===== config.mk =====
export PLATFORM = sky130hd
export DESIGN_NAME = phase_current_power_meter_core
export DESIGN_NICKNAME = d
export VERILOG_FILES = /design/src/hdl/pcpm_pkg.sv /design/src/hdl/pcpm_front.sv /design/src/hdl/pcpm_queue.sv /design/src/hdl/pcpm_back.sv /design/src/hdl/phase_current_power_meter_core.sv
export SDC_FILE = /design/constraint.sdc
export NUM_CORES = 2
export LEC_CHECK = 0
export BUFFER_PORTS_ARGS = -buffer_cell sky130_fd_sc_hd__buf_2
export CAP_MARGIN = 20
export CELL_PAD_IN_SITES_DETAIL_PLACEMENT = 1
export CELL_PAD_IN_SITES_GLOBAL_PLACEMENT = 2
export CORE_MARGIN = 8
export CORE_UTILIZATION = 43
export CTS_BUF_LIST = sky130_fd_sc_hd__clkbuf_16
export CTS_CLUSTER_SIZE = 30
export DETAILED_ROUTE_END_ITERATION = 16
export PLACE_DENSITY = 0.86
export RECOVER_POWER = 50
export SLEW_MARGIN = 20
export SYNTH_ARGS = -nofsm -noshare
export SYNTH_HDL_FRONTEND = slang
export SYNTH_SLANG_ARGS = --single-unit

===== constraint.sdc =====
create_clock -name clk -period 12 [get_ports clk]
set_input_delay 0 -clock clk [delete_from_list [all_inputs] [get_ports clk]]
set_output_delay 0 -clock clk [all_outputs]
set_load 0.05 [all_outputs]

===== src/hdl/pcpm_pkg.sv =====
// Shared types and constants of the phase current power meter.
package pcpm_pkg;

	localparam int ADC_BITS     = 12;
	localparam int SUM_W        = ADC_BITS + 1;
	localparam int GAIN_W       = 16;
	localparam int SUPPLY_W     = 16;
	localparam int CUR_W        = 16;
	localparam int PWR_W        = 23;
	localparam int CNT_W        = 16;
	localparam int CFG_W        = 23;
	localparam int CFG_IDX_W    = 3;
	localparam int GAIN_SHIFT   = 9;
	localparam int GPROD_W      = SUM_W + GAIN_W;
	localparam int FULL_W       = GPROD_W - GAIN_SHIFT;
	localparam int P_W          = FULL_W + SUPPLY_W;
	localparam int Y_W          = 30;
	localparam int RECIP_W      = 24;
	localparam int RECIP_SHIFT  = 30;
	localparam int T_W          = Y_W + RECIP_W;
	localparam int QUEUE_DEPTH  = 2;
	localparam int QPTR_W       = $clog2(QUEUE_DEPTH);

	localparam int S_DATA_W     = ((2 * ADC_BITS + 7) / 8) * 8;
	localparam int S_USER_W     = 2;
	localparam int M_DATA_W     = ((CUR_W + PWR_W + 7) / 8) * 8;
	localparam int M_USER_W     = 1;

	localparam logic [ADC_BITS-1:0] ADC_MID   = ADC_BITS'(1 << (ADC_BITS - 1));
	localparam logic [RECIP_W-1:0]  RECIP_125 = 24'd8589934;
	localparam logic [63:0]         PWR_OVF   = 64'd8388608000;
	localparam logic [Y_W-1:0]      DIV_125   = 30'd125;

	localparam logic [GAIN_W-1:0]   GAIN_RST   = 16'd256;
	localparam logic [SUPPLY_W-1:0] SUPPLY_RST = 16'd24000;
	localparam logic [PWR_W-1:0]    FLOOR_RST  = 23'd0;
	localparam logic [PWR_W-1:0]    MAX_RST    = 23'd4294967;
	localparam logic [CNT_W-1:0]    NEEDED_RST = 16'd64;

	typedef enum logic [1:0] {
		CMD_IDLE    = 2'd0,
		CMD_MEASURE = 2'd1,
		CMD_RESET   = 2'd2
	} cmd_t;

	typedef enum logic [CFG_IDX_W-1:0] {
		REG_GAIN   = 3'd0,
		REG_SUPPLY = 3'd1,
		REG_FLOOR  = 3'd2,
		REG_MAX    = 3'd3,
		REG_NEEDED = 3'd4
	} reg_idx_t;

	typedef struct packed {
		logic             measure;
		logic             ready;
		logic [SUM_W-1:0] sum;
	} job_t;

	typedef struct packed {
		logic [GAIN_W-1:0]   gain;
		logic [SUPPLY_W-1:0] supply;
		logic [PWR_W-1:0]    floor_mw;
		logic [PWR_W-1:0]    max_mw;
	} calc_cfg_t;

endpackage


===== src/hdl/pcpm_front.sv =====
// Front end: accepts beats, tracks zero-offset calibration and builds back-end jobs.
module pcpm_front (
	input  logic                           clk,
	input  logic                           arst_n,
	input  logic                           s_tvalid,
	output logic                           s_tready,
	input  logic [pcpm_pkg::S_DATA_W-1:0]  s_tdata,
	input  logic [pcpm_pkg::S_USER_W-1:0]  s_tuser,
	input  logic [pcpm_pkg::CNT_W-1:0]     zero_needed,
	input  logic                           full,
	output logic                           push,
	output pcpm_pkg::job_t                 job
);
	import pcpm_pkg::*;

	function automatic logic [ADC_BITS-1:0] ema_step(input logic [ADC_BITS-1:0] z,
			input logic [ADC_BITS-1:0] s);
		logic [ADC_BITS+4:0] acc;
		acc = (ADC_BITS+5)'({z, 5'b0}) - (ADC_BITS+5)'(z) + (ADC_BITS+5)'(s);
		return acc[ADC_BITS+4:5];
	endfunction

	function automatic logic [ADC_BITS-1:0] abs_diff(input logic [ADC_BITS-1:0] x,
			input logic [ADC_BITS-1:0] z);
		return (x >= z) ? x - z : z - x;
	endfunction

	logic [ADC_BITS-1:0] za_q, zb_q, za_d, zb_d;
	logic [CNT_W-1:0]    cnt_q, cnt_d, cnt_inc;
	logic                cal_q, cal_d;
	logic [ADC_BITS-1:0] ia, ib;
	cmd_t                cmd;

	assign s_tready = !full;
	assign push     = s_tvalid && !full;
	assign ia       = s_tdata[ADC_BITS-1:0];
	assign ib       = s_tdata[2*ADC_BITS-1:ADC_BITS];
	assign cmd      = cmd_t'(s_tuser[1:0]);
	assign cnt_inc  = (cnt_q == {CNT_W{1'b1}}) ? cnt_q : cnt_q + 1'b1;

	always_comb begin
		za_d = za_q;
		zb_d = zb_q;
		cnt_d = cnt_q;
		cal_d = cal_q;
		job.measure = 1'b0;
		case (cmd)
			CMD_IDLE: begin
				za_d = ema_step(za_q, ia);
				zb_d = ema_step(zb_q, ib);
				cnt_d = cnt_inc;
				cal_d = cal_q || (cnt_inc >= zero_needed);
			end
			CMD_MEASURE: begin
				job.measure = cal_q;
			end
			CMD_RESET: begin
				za_d = ADC_MID;
				zb_d = ADC_MID;
				cnt_d = '0;
				cal_d = 1'b0;
			end
			default: begin
			end
		endcase
		job.ready = cal_d;
		job.sum = SUM_W'(abs_diff(ia, za_q)) + SUM_W'(abs_diff(ib, zb_q));
	end

	always_ff @(posedge clk or negedge arst_n) begin
		if (!arst_n) begin
			za_q <= ADC_MID;
			zb_q <= ADC_MID;
			cnt_q <= '0;
			cal_q <= 1'b0;
		end else if (push) begin
			za_q <= za_d;
			zb_q <= zb_d;
			cnt_q <= cnt_d;
			cal_q <= cal_d;
		end
	end

endmodule


===== src/hdl/pcpm_queue.sv =====
// Short job queue between the front and back ends.
module pcpm_queue (
	input  logic           clk,
	input  logic           arst_n,
	input  logic           push,
	input  pcpm_pkg::job_t job_in,
	output logic           full,
	input  logic           pop,
	output pcpm_pkg::job_t job_out,
	output logic           empty
);
	import pcpm_pkg::*;

	job_t              mem_q [QUEUE_DEPTH];
	logic [QPTR_W-1:0] wr_q, rd_q;
	logic [QPTR_W:0]   cnt_q;

	assign full    = (cnt_q == (QPTR_W+1)'(QUEUE_DEPTH));
	assign empty   = (cnt_q == '0);
	assign job_out = mem_q[rd_q];

	always_ff @(posedge clk) begin
		if (push) begin
			mem_q[wr_q] <= job_in;
		end
	end

	always_ff @(posedge clk or negedge arst_n) begin
		if (!arst_n) begin
			wr_q <= '0;
			rd_q <= '0;
			cnt_q <= '0;
		end else begin
			if (push) begin
				wr_q <= (wr_q == QPTR_W'(QUEUE_DEPTH - 1)) ? '0 : wr_q + 1'b1;
			end
			if (pop) begin
				rd_q <= (rd_q == QPTR_W'(QUEUE_DEPTH - 1)) ? '0 : rd_q + 1'b1;
			end
			case ({push, pop})
				2'b10: cnt_q <= cnt_q + 1'b1;
				2'b01: cnt_q <= cnt_q - 1'b1;
				default: cnt_q <= cnt_q;
			endcase
		end
	end

endmodule


===== src/hdl/pcpm_back.sv =====
// Back end: current and power arithmetic sequencer with the output register.
module pcpm_back (
	input  logic                           clk,
	input  logic                           arst_n,
	input  pcpm_pkg::calc_cfg_t            cfg,
	input  logic                           empty,
	input  pcpm_pkg::job_t                 job,
	output logic                           pop,
	output logic                           m_tvalid,
	input  logic                           m_tready,
	output logic [pcpm_pkg::M_DATA_W-1:0]  m_tdata,
	output logic [pcpm_pkg::M_USER_W-1:0]  m_tuser
);
	import pcpm_pkg::*;

	typedef enum logic [1:0] {
		ST_IDLE,
		ST_MUL2,
		ST_MUL3,
		ST_FIN
	} state_t;

	state_t              state_q;
	logic [FULL_W-1:0]   full_q;
	logic [P_W-1:0]      p_q;
	logic [Y_W-1:0]      y_q;
	logic [T_W-1:0]      t_q;
	logic                ovf_q;
	logic                ready_q;
	logic                valid_q;
	logic [CUR_W-1:0]    cur_q;
	logic [PWR_W-1:0]    pwr_q;
	logic                zr_q;

	logic                out_free;
	logic                out_load;
	logic [GPROD_W-1:0]  gprod;
	logic [63:0]         p_ext;
	logic [PWR_W-1:0]    q0;
	logic [Y_W-1:0]      qm, rem;
	logic [PWR_W:0]      quo, floored;
	logic [PWR_W-1:0]    pwr_fin;
	logic [CUR_W-1:0]    cur_sat;

	assign out_free = !valid_q || m_tready;
	assign pop      = (state_q == ST_IDLE) && !empty && (job.measure || out_free);
	assign out_load = ((state_q == ST_IDLE) && pop && !job.measure) ||
		((state_q == ST_FIN) && out_free);
	assign gprod    = GPROD_W'(job.sum) * GPROD_W'(cfg.gain);
	assign p_ext    = 64'(p_q);

	always_comb begin
		q0 = t_q[RECIP_SHIFT+PWR_W-1:RECIP_SHIFT];
		qm = Y_W'({q0, 7'b0}) - Y_W'({q0, 2'b0}) + Y_W'(q0);
		rem = y_q - qm;
		quo = (PWR_W+1)'(q0) + (PWR_W+1)'(rem >= DIV_125);
		floored = (quo < (PWR_W+1)'(cfg.floor_mw)) ? '0 : quo;
		if (ovf_q || (floored > (PWR_W+1)'(cfg.max_mw))) begin
			pwr_fin = cfg.max_mw;
		end else begin
			pwr_fin = floored[PWR_W-1:0];
		end
		cur_sat = (full_q > FULL_W'({CUR_W{1'b1}})) ? {CUR_W{1'b1}} : CUR_W'(full_q);
	end

	always_ff @(posedge clk or negedge arst_n) begin
		if (!arst_n) begin
			state_q <= ST_IDLE;
			valid_q <= 1'b0;
		end else begin
			if (out_load) begin
				valid_q <= 1'b1;
			end else if (m_tready) begin
				valid_q <= 1'b0;
			end
			case (state_q)
				ST_IDLE: begin
					if (pop) begin
						if (job.measure) begin
							full_q <= gprod[GPROD_W-1:GAIN_SHIFT];
							ready_q <= job.ready;
							state_q <= ST_MUL2;
						end else begin
							cur_q <= '0;
							pwr_q <= '0;
							zr_q <= job.ready;
						end
					end
				end
				ST_MUL2: begin
					p_q <= P_W'(full_q) * P_W'(cfg.supply);
					state_q <= ST_MUL3;
				end
				ST_MUL3: begin
					ovf_q <= (p_ext >= PWR_OVF);
					y_q <= p_ext[32:3];
					t_q <= T_W'(p_ext[32:3]) * T_W'(RECIP_125);
					state_q <= ST_FIN;
				end
				ST_FIN: begin
					if (out_free) begin
						cur_q <= cur_sat;
						pwr_q <= pwr_fin;
						zr_q <= ready_q;
						state_q <= ST_IDLE;
					end
				end
				default: state_q <= ST_IDLE;
			endcase
		end
	end

	assign m_tvalid = valid_q;
	assign m_tdata  = M_DATA_W'({pwr_q, cur_q});
	assign m_tuser  = zr_q;

endmodule


===== src/hdl/phase_current_power_meter_core.sv =====
// Phase current power meter: configuration registers and front/queue/back assembly.
//
// Input stream: one beat per ADC sample pair, command in s_tuser. Idle beats
// update the per-channel zero offsets and the idle-sample count, measure beats
// produce current and power, reset beats clear calibration.
// Output stream: exactly one beat per input beat, in order.
// The front end takes a beat in the cycle it is offered, unless the two-entry
// job queue is full. The back end pops one job at a time: a non-measure job
// (or a measure before ready) goes from the queue straight to the output
// register; a measure job runs the gain multiply, supply multiply, reciprocal
// multiply for the divide by 1000, then correction, floor and clamp, in order.
// Other beats sustain one beat per cycle while m_tready is high; the back end
// takes no new job until the multiply sequence of a measure beat is done.
// When m_tready is low the result holds in the output register; the back end
// stalls, the queue fills and then s_tready drops.
// Reset (arst_n low) clears calibration, the queue and the output valid, and
// loads register defaults. Configuration writes apply the next cycle.
module phase_current_power_meter_core (
	input  logic                            clk,
	input  logic                            arst_n,
	input  logic                            s_tvalid,
	output logic                            s_tready,
	input  logic [pcpm_pkg::S_DATA_W-1:0]   s_tdata,  // phase A counts, phase B counts
	input  logic [pcpm_pkg::S_USER_W-1:0]   s_tuser,  // command
	output logic                            m_tvalid,
	input  logic                            m_tready,
	output logic [pcpm_pkg::M_DATA_W-1:0]   m_tdata,  // current_ma, power_mw, zero pad
	output logic [pcpm_pkg::M_USER_W-1:0]   m_tuser,  // zero_ready
	input  logic                            cfg_we,
	input  logic [pcpm_pkg::CFG_IDX_W-1:0]  cfg_index,
	input  logic [pcpm_pkg::CFG_W-1:0]      cfg_wdata
);
	import pcpm_pkg::*;

	calc_cfg_t        calc_cfg_q;
	logic [CNT_W-1:0] needed_q;
	logic             q_full, q_empty, q_push, q_pop;
	job_t             job_in, job_out;

	always_ff @(posedge clk or negedge arst_n) begin
		if (!arst_n) begin
			calc_cfg_q.gain <= GAIN_RST;
			calc_cfg_q.supply <= SUPPLY_RST;
			calc_cfg_q.floor_mw <= FLOOR_RST;
			calc_cfg_q.max_mw <= MAX_RST;
			needed_q <= NEEDED_RST;
		end else if (cfg_we) begin
			case (reg_idx_t'(cfg_index))
				REG_GAIN:   calc_cfg_q.gain <= cfg_wdata[GAIN_W-1:0];
				REG_SUPPLY: calc_cfg_q.supply <= cfg_wdata[SUPPLY_W-1:0];
				REG_FLOOR:  calc_cfg_q.floor_mw <= cfg_wdata[PWR_W-1:0];
				REG_MAX:    calc_cfg_q.max_mw <= cfg_wdata[PWR_W-1:0];
				REG_NEEDED: needed_q <= cfg_wdata[CNT_W-1:0];
				default: begin
				end
			endcase
		end
	end

	pcpm_front u_front (
		.clk         (clk),
		.arst_n      (arst_n),
		.s_tvalid    (s_tvalid),
		.s_tready    (s_tready),
		.s_tdata     (s_tdata),
		.s_tuser     (s_tuser),
		.zero_needed (needed_q),
		.full        (q_full),
		.push        (q_push),
		.job         (job_in)
	);

	pcpm_queue u_queue (
		.clk     (clk),
		.arst_n  (arst_n),
		.push    (q_push),
		.job_in  (job_in),
		.full    (q_full),
		.pop     (q_pop),
		.job_out (job_out),
		.empty   (q_empty)
	);

	pcpm_back u_back (
		.clk      (clk),
		.arst_n   (arst_n),
		.cfg      (calc_cfg_q),
		.empty    (q_empty),
		.job      (job_out),
		.pop      (q_pop),
		.m_tvalid (m_tvalid),
		.m_tready (m_tready),
		.m_tdata  (m_tdata),
		.m_tuser  (m_tuser)
	);

endmodule


==> results.yml <==
sta:
  fin_worst_skew_ns: 0.02939
  slew_headroom_pct: -102.6
  max_clock_freq_mhz: 91.19
  finalMaxSlewViolations: 265
  worst_slew_pin_slew_ns: 3.039
  setup_tns_ns: 0
  setup_viol: 0
  period_minus_slack_ns: 10.97
  finalHoldViolations: 0
  rsz0062_at_grt: "no"
  final.period_utilization_pct: 91.39
yosys:
  synth_top_area_cell: "fa_1"
  syn_inst: 4941
  yosysWarnings: 0
  synthesis.nets: 6354
  ys_seq_area_share_pct: 18.94
  synth-edff-count: 181
  synth_area_um2: 47600
  ys_top_cells_by_area: "fa_1, ha_1, edfxtp_1"
  syn-mean-instance-area_um2: 9.634
  ys_ff_latch: 323
  synthArstFlopShare_pct: 43.96
  synth_flop_cell: "edfxtp_1"
  ys_types: 78
  synth_top_area_share_pct: 28.09
grt:
  grt_use_total_pct: 22.32
  grt_pass1_wl_um: 215700
  antenna_found_initial: 6
  grt_max_degree: 55
  gr-total-overflow: 0
  grt_pass1_vias: 38691
layout:
  final_cell_mix: "inv_1, ha_1, fa_1"
  nFillCells: 12612
  drive_gt1_share_pct: 5.443
  multiInputGateArea_um2: 33670
  final_common_cell: "inv_1"
  nets: 6414
  ff_latch_area_um2: 9015
  area.growth.synth_to_final_pct: 7.854
critical_path:
  cp_common_cell: "a21o_1"
  worstPathMaxFanout: 23
  worst_setup_path_start_kind: "flip-flop"
  worstPathRequired_ns: 12.39
  cp_slowest_stage_delay_ns: 0.59
  slowest_stage: "a211oi_4"
  end_kind: "flip-flop"
  crit_type: "reg -> reg"
  cp_data_arrival_time_ns: 11.36
run:
  maxCapViolations: 7
status:
  run_status: "finished with violations"
  violations: "capacitance limit, slew limit"
place:
  place_congestion: 0.8668
  hpwl_um: 107200
  io_buffers: 98
min_path:
  hp-class: "in -> reg"
cts:
  root_buffer: "clkbuf_16"
  cts_tree: "done"
  clk_pin_slew_worst_paths_ns: 0.06
  cts_sinks: 323
  clkLatencyLatePin_ns: 0.60
  cts_buffers: 44
  htreeDepth: 2
  cts_buffer_depth: 3
die:
  die_height_um: 348.7
  ios: 100
  die_area_um2: 121600
  core_area_um2: 110200
  start_util_pct: 43.19
  rows: 122
  die-width_um: 348.7
drt:
  drtIter0Drc: 1567
  drt-pass1-iter-count: 5
  drc: 0
  avgRoutedWirePerCell_um: 20.46
  antenna_left: 0
  via_per_inst: 5.226
  drt_wl_total_um: 133400
  num_vias: 34091
==> final timing paths <==
check,start,endpoint,slack (ns),depth (start not counted)
hold reg to reg,u_queue.wr_q,u_queue.wr_q,0.51,1
hold / removal,cfg_index[1],needed_q[6],0.13,5
min in group asynchronous,arst_n,calc_cfg_q[22],1.03,3
max in group asynchronous,arst_n,u_front.za_q[5],8.14,5
setup reg to reg,u_back.t_q[36],u_back.pwr_q[1],1.03,42
setup / recovery,u_back.t_q[36],u_back.pwr_q[1],1.03,42
==> metrics by stage <==
stage,area (um^2),std cells,hold slack (ns),util (%),setup slack [ns]
5_1_grt,51340,6522,0.1280,46.58,0.1957
4_1_cts,51470,6522,0.01892,46.71,0.8689
3_5_place_dp,49700,6413,-0.004008,45.10,0.9418
3_3_place_gp,49700,6413,-0.009720,45.09,1.446
6_report,51340,6523,0.1286,46.58,1.034
2_1_floorplan,47600,4941,-0.2956,-,3.091
==> timing repair <==
action,4_1_cts,5_1_grt
endpoints found under the setup margin,0,17
resized for setup,0,1
hold buffers,30,0
hold endpoints to repair,161,0
setup buffers,0,0
==> sequential cells by signal, summed over array words and instances (netlist names), 16 cells and up <==
signal / cells
u_back.p_q: 36
u_back.full_q: 20
u_back.cur_q: 16
needed_q: 16
u_back.pwr_q: 23
u_back.y_q: 30
u_queue.mem_q: 30
u_front.cnt_q: 16
u_back.t_q: 23
calc_cfg_q: 78
==> cell usage after synthesis (6+ instances only) <==
| cell | instances |
|---|---|
| inv_1 | 1166 |
| ha_1 | 688 |
| fa_1 | 668 |
| nand2_1 | 489 |
| edfxtp_1 | 181 |
| and2_1 | 166 |
| a21oi_1 | 156 |
| o21ai_0 | 139 |
| clkbuf_1 | 138 |
| nor2_1 | 122 |
| dfrtp_1 | 121 |
| xnor2_1 | 119 |
| nor2b_1 | 94 |
| mux2_2 | 73 |
| a21o_1 | 70 |
| nand3_1 | 50 |
| xor2_1 | 48 |
| o21a_1 | 41 |
| nor3_1 | 34 |
| nand2b_1 | 29 |
| nand4_1 | 28 |
| o32ai_1 | 23 |
| and3_1 | 21 |
| dfstp_2 | 21 |
| a31oi_1 | 19 |
| a211oi_1 | 17 |
| a22o_1 | 17 |
| or3_1 | 17 |
| o21bai_1 | 16 |
| a21boi_0 | 11 |
| mux2i_1 | 11 |
| o31ai_1 | 11 |
| a211o_1 | 8 |
| o211ai_1 | 8 |
| a31o_2 | 7 |
| and4_1 | 7 |
| buf_2 | 7 |
| or2_2 | 7 |
| nor3b_1 | 6 |
| nor4_1 | 6 |
==> per-layer routing <==
metal | global-route usage [%] | vias up | share of wire, %
met4 | 5.423 | 0 | 2.5
met5 | 0 | - | 0
met3 | 3.094 | 199 | 4.1
met2 | 38.13 | 596 | 48
li1 | - | 15714 | -
met1 | 29.95 | 17582 | 46
==> critical path, delay by kind of cell (launching register included) <==
kind,cells,cell delay [ns]
multiplexers,1,0.12
buffers and inverters,3,0.62
AND/OR/NAND/NOR,6,1.25
XOR/XNOR,1,0.26
adder cells (fa/ha/maj),6,2.27
AO/OA/AOI/OAI,25,5.74
flip-flops,1,0.48
==> cell families after synthesis <==
| logic type | after synthesis | synth area share, % |
|---|---|---|
| flops | 323 | 18.94 |
| mux | 86 | 2.037 |
| compound gates | 602 | 8.314 |
| buf+inv | 1317 | 10.43 |
| fa+ha+maj | 1356 | 46.18 |
| xor+xnor | 167 | 3.073 |
| simple gates | 1089 | 11.03 |
| other cells | 1 | 0.007878 |
==> area by class of cell <==
| class | instances | area share, % |
|---|---|---|
| Clock buffer | 46 | 2.242 |
| Timing Repair Buffer | 165 | 1.874 |
| Tap cell | 1488 | 3.626 |
| Inverter | 1166 | 8.525 |
| Sequential cell | 323 | 17.56 |
| Clock inverter | 33 | 0.5898 |
| Antenna cell | 1 | 0.004874 |
| Multi-Input combinational cell | 3301 | 65.58 |
Power is not shown: default switching activity piles up to over one toggle a cycle in this logic, so the estimate is an artifact.
